--- config.mk ---
export PLATFORM = sky130hd
export DESIGN_NAME = positional_array_list_top
export DESIGN_NICKNAME = d
export VERILOG_FILES = /design/src/rtl/pal_pkg.sv /design/src/rtl/positional_array_list_top.sv /design/src/rtl/pal_cell.sv /design/src/rtl/pal_chain.sv
export SDC_FILE = /design/constraint.sdc
export NUM_CORES = 2
export LEC_CHECK = 0
export BUFFER_PORTS_ARGS = -buffer_cell sky130_fd_sc_hd__buf_2
export CAP_MARGIN = 20
export CORE_ASPECT_RATIO = 0.75
export CORE_MARGIN = 5
export CORE_UTILIZATION = 50
export CTS_CLUSTER_SIZE = 28
export DETAILED_ROUTE_END_ITERATION = 8
export GPL_TIMING_DRIVEN = 0
export PLACE_DENSITY_LB_ADDON = 0.3
export SLEW_MARGIN = 15
export SYNTH_ARGS = -nofsm -noshare
export SYNTH_HDL_FRONTEND = slang
export SYNTH_SLANG_ARGS = --single-unit
--- constraint.sdc ---
create_clock -name clk -period 6.2 [get_ports clk]
set_input_delay 0.31 -clock clk [delete_from_list [all_inputs] [get_ports clk]]
set_output_delay 0.31 -clock clk [all_outputs]
set_load 0.03 [all_outputs]
--- src/rtl/pal_pkg.sv ---
// ----------------------------------------------------------------------------
// pal_pkg
// Shared types, codes and constants for the positional array list.
// ----------------------------------------------------------------------------
`default_nettype none

package pal_pkg;

  // default list capacity
  localparam int CAPACITY_DEFAULT = 16;

  // field widths
  localparam int OPCODE_W = 2;
  localparam int POS_W    = 16;
  localparam int DATA_W   = 32;
  localparam int STATUS_W = 3;
  localparam int FIDX_W   = 4;
  localparam int LEN_W    = 5;

  // request opcodes
  typedef enum logic [OPCODE_W-1:0] {
    OP_INSERT = 2'd0,
    OP_DELETE = 2'd1,
    OP_FIND   = 2'd2,
    OP_READ   = 2'd3
  } op_t;

  // result status codes
  typedef enum logic [STATUS_W-1:0] {
    STAT_OK       = 3'd0,
    STAT_FULL     = 3'd1,
    STAT_EMPTY    = 3'd2,
    STAT_BADPOS   = 3'd3,
    STAT_NOTFOUND = 3'd4
  } status_t;

  // input transaction
  typedef struct packed {
    logic [OPCODE_W-1:0]      opcode;
    logic [POS_W-1:0]         position;
    logic signed [DATA_W-1:0] value;
  } pal_in_t;

  // output transaction
  typedef struct packed {
    logic [STATUS_W-1:0]      status;
    logic [FIDX_W-1:0]        found_index;
    logic signed [DATA_W-1:0] read_value;
    logic [LEN_W-1:0]         length;
  } pal_out_t;

  // broadcast control for the cell row
  typedef struct packed {
    logic              ins;    // insert: open a gap at idx
    logic              del;    // delete: close the gap at idx
    logic [POS_W-1:0]  idx;    // 0-based target index
    logic [DATA_W-1:0] value;  // value to load or compare
  } pal_cell_ctrl_t;

endpackage

`default_nettype wire

--- src/rtl/positional_array_list_top.sv ---
// ----------------------------------------------------------------------------
// positional_array_list_top
// Ordered list of signed 32-bit elements with insert, delete, find and
// read by position, held in a shifting row of cells.
// ----------------------------------------------------------------------------
// An input transaction is captured, then executed once the output register
// can take the result. The capture/execute sequencer holds one request at a
// time, and all cells shift or compare in parallel.
// A waiting result sits in the output register while the next request is
// taken. Reset empties the list (count to zero); cell contents are not reset.
`default_nettype none

module positional_array_list_top
  import pal_pkg::*;
#(
  parameter int CAPACITY = CAPACITY_DEFAULT
) (
  input  wire logic     clk,
  input  wire logic     rst,
  input  wire logic     in_valid,
  output logic          in_ready,
  input  wire pal_in_t  in_data,
  output logic          out_valid,
  input  wire logic     out_ready,
  output pal_out_t      out_data
);

  localparam int IDX_W = (CAPACITY > 1) ? $clog2(CAPACITY) : 1;
  localparam int CNT_W = $clog2(CAPACITY + 1);
  localparam logic [CNT_W-1:0] CNT_MAX = CNT_W'(CAPACITY);

  typedef enum logic [1:0] {
    ST_IDLE = 2'b01,
    ST_EXEC = 2'b10
  } state_t;

  state_t            state, state_next;
  pal_in_t           req;
  logic [CNT_W-1:0]  count, count_next;
  pal_out_t          res_next;
  pal_cell_ctrl_t    ctrl;
  logic              exec_go;

  logic [CAPACITY-1:0][DATA_W-1:0] cell_data;
  logic [CAPACITY-1:0]             cell_match;

  // sequencer
  assign in_ready = (state == ST_IDLE);
  assign exec_go  = (state == ST_EXEC) && (!out_valid || out_ready);

  always_comb begin
    state_next = state;
    case (state)
      ST_IDLE: begin
        if (in_valid) state_next = ST_EXEC;
      end
      ST_EXEC: begin
        if (exec_go) state_next = ST_IDLE;
      end
      default: state_next = ST_IDLE;
    endcase
  end

  always_ff @(posedge clk) begin
    if (rst) begin
      state <= ST_IDLE;
    end else begin
      state <= state_next;
    end
  end

  // request capture
  always_ff @(posedge clk) begin
    if (in_valid && in_ready) begin
      req <= in_data;
    end
  end

  // position checks
  logic [POS_W:0]   cnt_ext;
  logic [POS_W:0]   pos_ext;
  logic [POS_W-1:0] pos_m1;
  logic [IDX_W-1:0] rd_idx;
  logic             list_full, list_empty, pos_in_list, pos_in_ins;

  assign cnt_ext     = (POS_W + 1)'(count);
  assign pos_ext     = {1'b0, req.position};
  assign pos_m1      = req.position - POS_W'(1);
  assign rd_idx      = pos_m1[IDX_W-1:0];
  assign list_full   = (count == CNT_MAX);
  assign list_empty  = (count == '0);
  assign pos_in_list = (req.position != '0) && (pos_ext <= cnt_ext);
  assign pos_in_ins  = (req.position != '0) && (pos_ext <= cnt_ext + (POS_W + 1)'(1));

  // first match among live entries
  logic             hit;
  logic [FIDX_W-1:0] hit_idx;

  always_comb begin
    hit     = 1'b0;
    hit_idx = '0;
    for (int i = CAPACITY - 1; i >= 0; i--) begin
      if (cell_match[i] && (CNT_W'(i) < count)) begin
        hit     = 1'b1;
        hit_idx = FIDX_W'(i);
      end
    end
  end

  // operation decode and result
  always_comb begin
    count_next           = count;
    ctrl.ins             = 1'b0;
    ctrl.del             = 1'b0;
    ctrl.idx             = pos_m1;
    ctrl.value           = req.value;
    res_next.status      = STAT_OK;
    res_next.found_index = '0;
    res_next.read_value  = '0;
    case (op_t'(req.opcode))
      OP_INSERT: begin
        if (list_full) begin
          res_next.status = STAT_FULL;
        end else if (!pos_in_ins) begin
          res_next.status = STAT_BADPOS;
        end else begin
          ctrl.ins   = exec_go;
          count_next = count + CNT_W'(1);
        end
      end
      OP_DELETE: begin
        if (list_empty) begin
          res_next.status = STAT_EMPTY;
        end else if (!pos_in_list) begin
          res_next.status = STAT_BADPOS;
        end else begin
          ctrl.del   = exec_go;
          count_next = count - CNT_W'(1);
        end
      end
      OP_FIND: begin
        if (hit) begin
          res_next.found_index = hit_idx;
        end else begin
          res_next.status = STAT_NOTFOUND;
        end
      end
      OP_READ: begin
        if (list_empty) begin
          res_next.status = STAT_EMPTY;
        end else if (!pos_in_list) begin
          res_next.status = STAT_BADPOS;
        end else begin
          res_next.read_value = cell_data[rd_idx];
        end
      end
      default: res_next.status = STAT_OK;
    endcase
    res_next.length = LEN_W'(count_next);
  end

  // cell row
  pal_chain #(
    .CAPACITY (CAPACITY)
  ) u_chain (
    .clk   (clk),
    .ctrl  (ctrl),
    .data  (cell_data),
    .match (cell_match)
  );

  // entry count
  always_ff @(posedge clk) begin
    if (rst) begin
      count <= '0;
    end else if (exec_go) begin
      count <= count_next;
    end
  end

  // output register
  always_ff @(posedge clk) begin
    if (rst) begin
      out_valid <= 1'b0;
    end else if (exec_go) begin
      out_valid <= 1'b1;
    end else if (out_ready) begin
      out_valid <= 1'b0;
    end
  end

  always_ff @(posedge clk) begin
    if (exec_go) begin
      out_data <= res_next;
    end
  end

  // checks
  a_count_bound: assert property (@(posedge clk) disable iff (rst)
    count <= CNT_MAX)
    else $error("entry count above capacity");

  a_accept_exec: assert property (@(posedge clk) disable iff (rst)
    (in_valid && in_ready) |=> (state == ST_EXEC))
    else $error("accepted transaction not executed");

  a_count_step: assert property (@(posedge clk) disable iff (rst)
    !exec_go |=> $stable(count))
    else $error("count changed without an executing transaction");

  a_result_src: assert property (@(posedge clk) disable iff (rst)
    $rose(out_valid) |-> $past(state == ST_EXEC))
    else $error("result produced without an executing transaction");

endmodule

`default_nettype wire

--- src/rtl/pal_cell.sv ---
// ----------------------------------------------------------------------------
// pal_cell
// One list slot: holds an element, takes its left or right neighbor on
// a shift, loads a new value on insert and compares against the key.
// ----------------------------------------------------------------------------
`default_nettype none

module pal_cell
  import pal_pkg::*;
#(
  parameter int INDEX = 0
) (
  input  wire logic                  clk,
  input  wire pal_cell_ctrl_t        ctrl,
  input  wire logic [DATA_W-1:0]     left_data,
  input  wire logic [DATA_W-1:0]     right_data,
  output logic      [DATA_W-1:0]     data,
  output logic                       match
);

  localparam logic [POS_W-1:0] MY_IDX = POS_W'(INDEX);

  logic [DATA_W-1:0] data_next;

  // shift / load selection
  always_comb begin
    data_next = data;
    if (ctrl.ins) begin
      if (MY_IDX == ctrl.idx) begin
        data_next = ctrl.value;
      end else if (MY_IDX > ctrl.idx) begin
        data_next = left_data;
      end
    end else if (ctrl.del) begin
      if (MY_IDX >= ctrl.idx) begin
        data_next = right_data;
      end
    end
  end

  // element register, payload only
  always_ff @(posedge clk) begin
    data <= data_next;
  end

  // key compare
  assign match = (data == ctrl.value);

endmodule

`default_nettype wire

--- src/rtl/pal_chain.sv ---
// ----------------------------------------------------------------------------
// pal_chain
// Row of list cells; each cell is wired to its neighbors.
// ----------------------------------------------------------------------------
`default_nettype none

module pal_chain
  import pal_pkg::*;
#(
  parameter int CAPACITY = CAPACITY_DEFAULT
) (
  input  wire logic                              clk,
  input  wire pal_cell_ctrl_t                    ctrl,
  output logic [CAPACITY-1:0][DATA_W-1:0]        data,
  output logic [CAPACITY-1:0]                    match
);

  // cell row with neighbor links; end cells feed back their own data
  for (genvar i = 0; i < CAPACITY; i++) begin : g_cell
    logic [DATA_W-1:0] left_data;
    logic [DATA_W-1:0] right_data;

    if (i == 0) begin : g_first
      assign left_data = data[i];
    end else begin : g_mid_l
      assign left_data = data[i-1];
    end

    if (i == CAPACITY - 1) begin : g_last
      assign right_data = data[i];
    end else begin : g_mid_r
      assign right_data = data[i+1];
    end

    pal_cell #(
      .INDEX (i)
    ) u_cell (
      .clk        (clk),
      .ctrl       (ctrl),
      .left_data  (left_data),
      .right_data (right_data),
      .data       (data[i]),
      .match      (match[i])
    );
  end

endmodule

`default_nettype wire
After elaboration in Yosys (flattened, before gate mapping)
Index checks and enable logic that the tools add are counted.
{ "word_totals": {"reg_bits": 614, "input_bits": 54, "word_cells": 338} }
{ "op_classes": {"addsub": 4, "order_cmp": 49, "n_eq_ne": 54, "muxes": 131, "bitwise_logic": 4, "reduce_logical": 67} }
{ "ops": {"columns": ["operator", "count"], "rows": [
  ["$mux W32", 77],
  ["$eq A32 B32 Y1", 16],
  ["$bmux W32 S4", 1],
  ["$eq A4 B16 Y1 const A", 8],
  ["$gt A4 B16 Y1 const A", 8],
  ["$ge A4 B16 Y1 const A", 7],
  ["$eq A3 B16 Y1 const A", 4],
  ["$ge A3 B16 Y1 const A", 4],
  ["$gt A3 B16 Y1 const A", 4],
  ["$reduce_and A3 Y1", 15],
  ["$ne A3 B1 Y1 const B", 14],
  ["$lt A4 B5 Y1 const A", 8],
  ["$reduce_bool A2 Y1", 18],
  ["$eq A2 B16 Y1 const A", 2],
  ["$ge A1 B16 Y1 const A", 2],
  ["$ge A2 B16 Y1 const A", 2],
  ["$gt A2 B16 Y1 const A", 2],
  ["$mux W4", 8],
  ["$mux W1", 25],
  ["$logic_and A1 B1 Y1", 20],
  ["$lt A3 B5 Y1 const A", 4],
  ["$mux W5", 4],
  ["$eq A1 B16 Y1 const A", 1],
  ["$gt A1 B16 Y1 const A", 1],
  ["other kinds (32)", 54]
]} }

Longest topological paths before layout
{ "logic_depth": {"ltp_word": 20, "ltp_mapped": 17, "mapped_depth_nobuf": 13} }

Hierarchy
A second synthesis with hierarchy kept.
{ "hier_totals": {"cells_unflattened": 3665, "area_unflattened_um2": 41883.9} }
{ "modules_own_cells": {"columns": ["module", "instances", "cells_per_inst", "area_per_inst_um2"], "rows": [
  ["positional_array_list_top", 1, 588, 8630.8],
  ["pal_cell at u_chain.g_cell[2].u_cell ...", 2, 190, 2072.0],
  ["pal_cell at u_chain.g_cell[5].u_cell", 1, 234, 2123.3],
  ["pal_cell at u_chain.g_cell[8].u_cell", 1, 190, 2095.8],
  ["pal_cell at u_chain.g_cell[10].u_cell", 1, 191, 2089.5],
  ["pal_cell at u_chain.g_cell[12].u_cell", 1, 190, 2087.0],
  ["pal_cell at u_chain.g_cell[6].u_cell", 1, 189, 2087.0],
  ["pal_cell at u_chain.g_cell[9].u_cell", 1, 190, 2084.5],
  ["pal_cell at u_chain.g_cell[3].u_cell", 1, 189, 2083.2],
  ["pal_cell at u_chain.g_cell[13].u_cell", 1, 190, 2082.0],
  ["pal_cell at u_chain.g_cell[11].u_cell", 1, 189, 2079.5],
  ["pal_cell at u_chain.g_cell[15].u_cell", 1, 187, 2073.2],
  ["pal_cell at u_chain.g_cell[4].u_cell", 1, 190, 2073.2],
  ["pal_cell at u_chain.g_cell[1].u_cell", 1, 191, 2072.0],
  ["2 more rows", null, null, null]
]} }

Least setup slack after synthesis
OpenSTA, ideal clock, no wires.
{ "synth_timing": {"path_kind": "register to register", "start": "register req (netlist bit pos_ext[0])", "end": "register u_chain.g_cell[15].u_cell.data[0] (enable)", "setup_time_ps": 461, "t_arrival_ps": 6067, "t_required_ps": 5739, "slack_ps": -328, "path_stages_with_launch": 16, "period_less_slack_ps": 6528, "cell_sequence": "edfxtp_1 -> clkbuf_1 -> buf_1 -> buf_1 -> clkbuf_1 -> inv_1 -> ha_1 -> or4b_4 -> nor2_1 -> a21oi_1 -> nand4_1 -> or3_1 -> clkbuf_1 -> clkbuf_1 -> clkbuf_1 -> nor3_1"} }
{ "synth_via": {"elab_chain_cells": 6, "word_cells_on_any_way": 11} }
{ "synth_rtl": {"columns": ["element", "line", "text"], "rows": [
  ["start, declared", "positional_array_list_top.sv:38", "pal_in_t req;"],
  ["start signal, assigned", "positional_array_list_top.sv:75", "req <= in_data;"],
  ["parallel branches: the longest is 5 deep, another holds $sub A16 B1 Y16", null, null],
  ["$reduce_and A2 Y1 (no line) *", null, null],
  ["end signal, assigned", "pal_cell.sv:43", "data <= data_next;"],
  ["end, declared", "pal_cell.sv:17", "output logic [DATA_W-1:0] data,"]
]} }
Mark *: on every way between the ends.
A chain may end at the register's enable or synchronous reset.

Worst setup path after layout
{ "layout_timing": {"start": "register req (netlist bit pos_ext[0])", "end": "register u_chain.g_cell[3].u_cell.data[1] (data pin)"} }
{ "layout_via": {"elab_chain_cells": 6, "word_cells_on_any_way": 10} }
{ "layout_rtl": {"columns": ["element", "line", "text"], "rows": [
  ["parallel branches: the longest is 5 deep, another holds $sub A16 B1 Y16", null, null],
  ["$mux W32 *", "pal_cell.sv:28", "if (ctrl.ins) begin"],
  ["net u_chain.g_cell[3].u_cell.data_next[1]", "pal_cell.sv:23", "logic [DATA_W-1:0] data_next;"],
  ["end signal, assigned", "pal_cell.sv:43", null],
  ["end, declared", "pal_cell.sv:17", null]
]} }
Mark *: on every way through the listed nets, which the timed path passes.

==> impl_metrics.py <==
metrics = {
    "routing": {
        "drt-total-wl_mm": 187,
        "drt-initial-drc-count": 6271,
        "wl_per_cell_um": 35.0,
        "drc": 0,
        "via_count": 35523,
        "vias_per_cell": 6.65,
        "dr.pass1.iters": 9,
        "ant_nets": 0,
    },
    "floorplanning": {
        "core_area_mm2": 0.0790,
        "rows": 89,
        "dieArea_mm2": 0.0857,
        "io_pins": 100,
        "fp.dieH_um": 255,
        "start_util_pct": 50.6,
        "die_w_um": 336,
    },
    "synthesis": {
        "synth_top_family_by_area": "simple AND/OR/NAND/NOR gates",
        "yosys.area_share.adder_pct": 0.564,
        "synth_top_area_share_pct": 45.5,
        "ys.flop_type": "edfxtp_1",
        "ys_ff_latch": 614,
        "syn_nets": 4041,
        "yosysSeqAreaShare_pct": 45.9,
        "synthesis.area_mm2": 0.0400,
        "synthArstFlopShare_pct": 0,
        "yosysWarnings": 0,
        "synth_compound_area_share_pct": 8.09,
        "synth.area.top_cells": "edfxtp_1, mux4_2, nand2_1",
        "synth_cell_types": 62,
        "synth_xor_area_share_pct": 11.4,
        "synth_edf_count": 606,
        "syn_inst": 3969,
        "synthSimpleGateAreaFrac_pct": 16.6,
        "yosysTopAreaCell": "edfxtp_1",
        "muxShareOfSynthArea_pct": 13.2,
        "avgSynthCellArea_um2": 10.1,
    },
    "clock_tree": {
        "root_buffer": "clkbuf_16",
        "cts.reportedPaths.clkPinSlew_ns": 0.06,
        "clk_path_buf_depth": 3,
        "clk_latency_ns": 0.65,
        "numCtsBuffers": 69,
        "cts_tree": "built",
        "cts_sinks": 614,
        "cts_max_level": 3,
    },
    "layout": {
        "final_common_cell": "nand2_1",
        "drive_gt1_share_pct": 13.3,
        "finalNetCount": 4319,
        "final_cell_mix": "nand2_1, edfxtp_1, nor2_1",
        "synthToLayoutAreaGrowth_pct": 13.6,
        "postLayoutCellArea_mm2": 0.0454,
    },
    "run_status": {
        "status": "finished with violations",
        "violations": "setup timing",
    },
    "setup_path": {
        "arrival_ns": 6.59,
        "reg2reg_from": "pos_ext[0]$_DFFE_PP_",
        "startpoint_type": "flop",
        "cp.required_ns": 6.53,
        "crit_fanout": 10,
        "r2r_cells": 15,
        "worst_setup_path_end_kind": "flop",
        "crit_type": "reg2reg",
        "worst_r2r_endpoint": "u_chain.g_cell[3].u_cell.data[1]$_DFFE_PP_",
        "reg2reg_slack_ns": -0.05,
    },
    "grt": {
        "grt_max_degree": 42,
        "overflow": 0,
        "grtUsageTotal_pct": 42.7,
        "antenna_found_initial": 4,
        "grt_pass1_wl_mm": 252,
        "grt_pass1_vias": 32403,
    },
    "sta": {
        "slew_headroom_pct": 17.8,
        "period_share_pct": 101,
        "tightest_slew_ns": 1.23,
        "fin_skew_ns": 0.0280,
        "finalWorstSetupSlack_ns": -0.0514,
        "finalHoldViolCount": 0,
        "slew_violations": 0,
        "fmax_mhz": 160,
        "post-route-min-period_ns": 6.25,
        "setup_violations": 15,
    },
    "hold_path": {
        "hold_start": "in_valid",
        "hold_path_end": "pos_ext[8]$_DFFE_PP_",
        "hold_depth": 2,
        "hold_class": "in2reg",
    },
    "placed_design": {
        "portBuffers": 99,
        "gp_congestion": 1.08,
        "dp_hpwl_mm": 152,
        "dpl_cell_area_mm2": 0.0424,
    },
    "power": {
        "p_total_mw": 9.98,
        "p_leak_nw": 16.0,
        "vdd_drop_max_mv": 0.166,
        "power.density_mw_per_mm2": 220,
    },
    "run": {
        "max_cap_violations": 0,
    },
}
synthesized netlist by cell type (56+ instances only):
library cell    n
nand2_1       850
nor4_1         91
xnor2_1       188
nor2_1        403
edfxtp_1      606
nand4_1        62
mux2i_1       130
a31oi_1       326
xor2_1        331
o21ai_1        73
buf_2          56
clkbuf_1      283
mux4_2        160
registers in the layout (all words and copies together), names as in the netlist:
register                    cells
out_data                       44
count                           5
out_valid                       1
pos_ext                        16
state                           2
u_chain.g_cell.u_cell.data    512
req                             2
ctrl                           32
kinds of logic after synthesis:
kind of cell | after synthesis
AND/OR/NAND/NOR | 1562
flip-flops | 614
AO/OA/AOI/OAI | 531
XOR/XNOR | 519
buffers and inverters | 402
multiplexers | 323
adder cells (fa/ha/maj) | 18
report_power, final:
part	leakage [nW]	switching [mW]	internal, mW
clock	1.04	1.84	2.26
combinational	9.60	0.908	0.430
sequential	5.36	0.0151	4.53
total	16.0	2.77	7.21
metal layers:
| layer | routed length, um | track usage (%) | share of wire, % | vias up |
|---|---|---|---|---|
| li1 | - | - | - | 14800 |
| met5 | 16 | 0 | 0.0086 | - |
| met4 | 12800 | 23.4 | 6.8 | 2 |
| met2 | 70900 | 56.2 | 38 | 3050 |
| met1 | 71700 | 59.6 | 38 | 17251 |
| met3 | 31600 | 17.6 | 17 | 420 |
worst max-delay path, stage by stage (launching register included):
cell and delay, ns:
edfxtp_1 0.38, clkbuf_2 0.31, buf_4 0.38, buf_4 0.41, clkbuf_2 0.39, clkinvlp_4 0.34, ha_1 0.37, or4b_4 0.28
nor2_1 0.08, a21oi_4 0.31, nand4_1 0.18, nor2_2 0.47, clkbuf_1 0.66, clkbuf_1 0.58, clkbuf_1 0.57, a31oi_1 0.20
per-stage QoR:
stage,cells,hold slack (ns),utilization [%],setup TNS [ns],worst slack [ns]
after floorplan,3969,0.379,-,-4.62,-0.0722
after global placement,5114,0.487,52.9,-2780.02,-4.96
after detailed placement,5145,0.489,53.7,-1303.65,-2.22
after CTS,5322,0.129,57.2,0,0.000595
after global routing,5341,0.151,57.5,-0.00660,-0.00615
final,5344,0.146,57.5,-0.294,-0.0514
area by class of cell:
class | count | area [um2]
flip-flops and latches | 614 | 18400
plain buffers | 377 | 1600
multi-input cells | 2953 | 20100
clock inverters | 27 | 179
clock buffers | 92 | 1930
repair buffers | 209 | 1830
inverters | 23 | 90.1
diodes | 3 | 7.51
fillers | 6969 | 33500
well taps | 1046 | 1310
worst max path at each step:
stage	from	cells after the start	slack, ns	endpoint
after CTS	pos_ext[0]$_DFFE_PP_	17	0.0006	u_chain.g_cell[0].u_cell.data[11]$_DFFE_PP_
final	pos_ext[0]$_DFFE_PP_	15	-0.05	u_chain.g_cell[3].u_cell.data[1]$_DFFE_PP_
after global routing	pos_ext[0]$_DFFE_PP_	15	-0.006	u_chain.g_cell[6].u_cell.data[2]$_DFFE_PP_
after detailed placement	pos_ext[0]$_DFFE_PP_	18	-2.22	u_chain.g_cell[15].u_cell.data[7]$_DFFE_PP_
after global placement	pos_ext[0]$_DFFE_PP_	12	-4.96	u_chain.g_cell[1].u_cell.data[7]$_DFFE_PP_
after floorplan	pos_ext[0]$_DFFE_PP_	14	-0.07	u_chain.g_cell[5].u_cell.data[0]$_DFFE_PP_
what timing repair did:
action,in CTS,in global routing
setup buffers,6,17
gates resized for setup,17,8
hold endpoints to repair,53,0
endpoints found under the setup margin,1058,301
gates cloned,0,0
pin swaps,4,3
hold buffers,53,0
(Power assumes the default switching activity.)
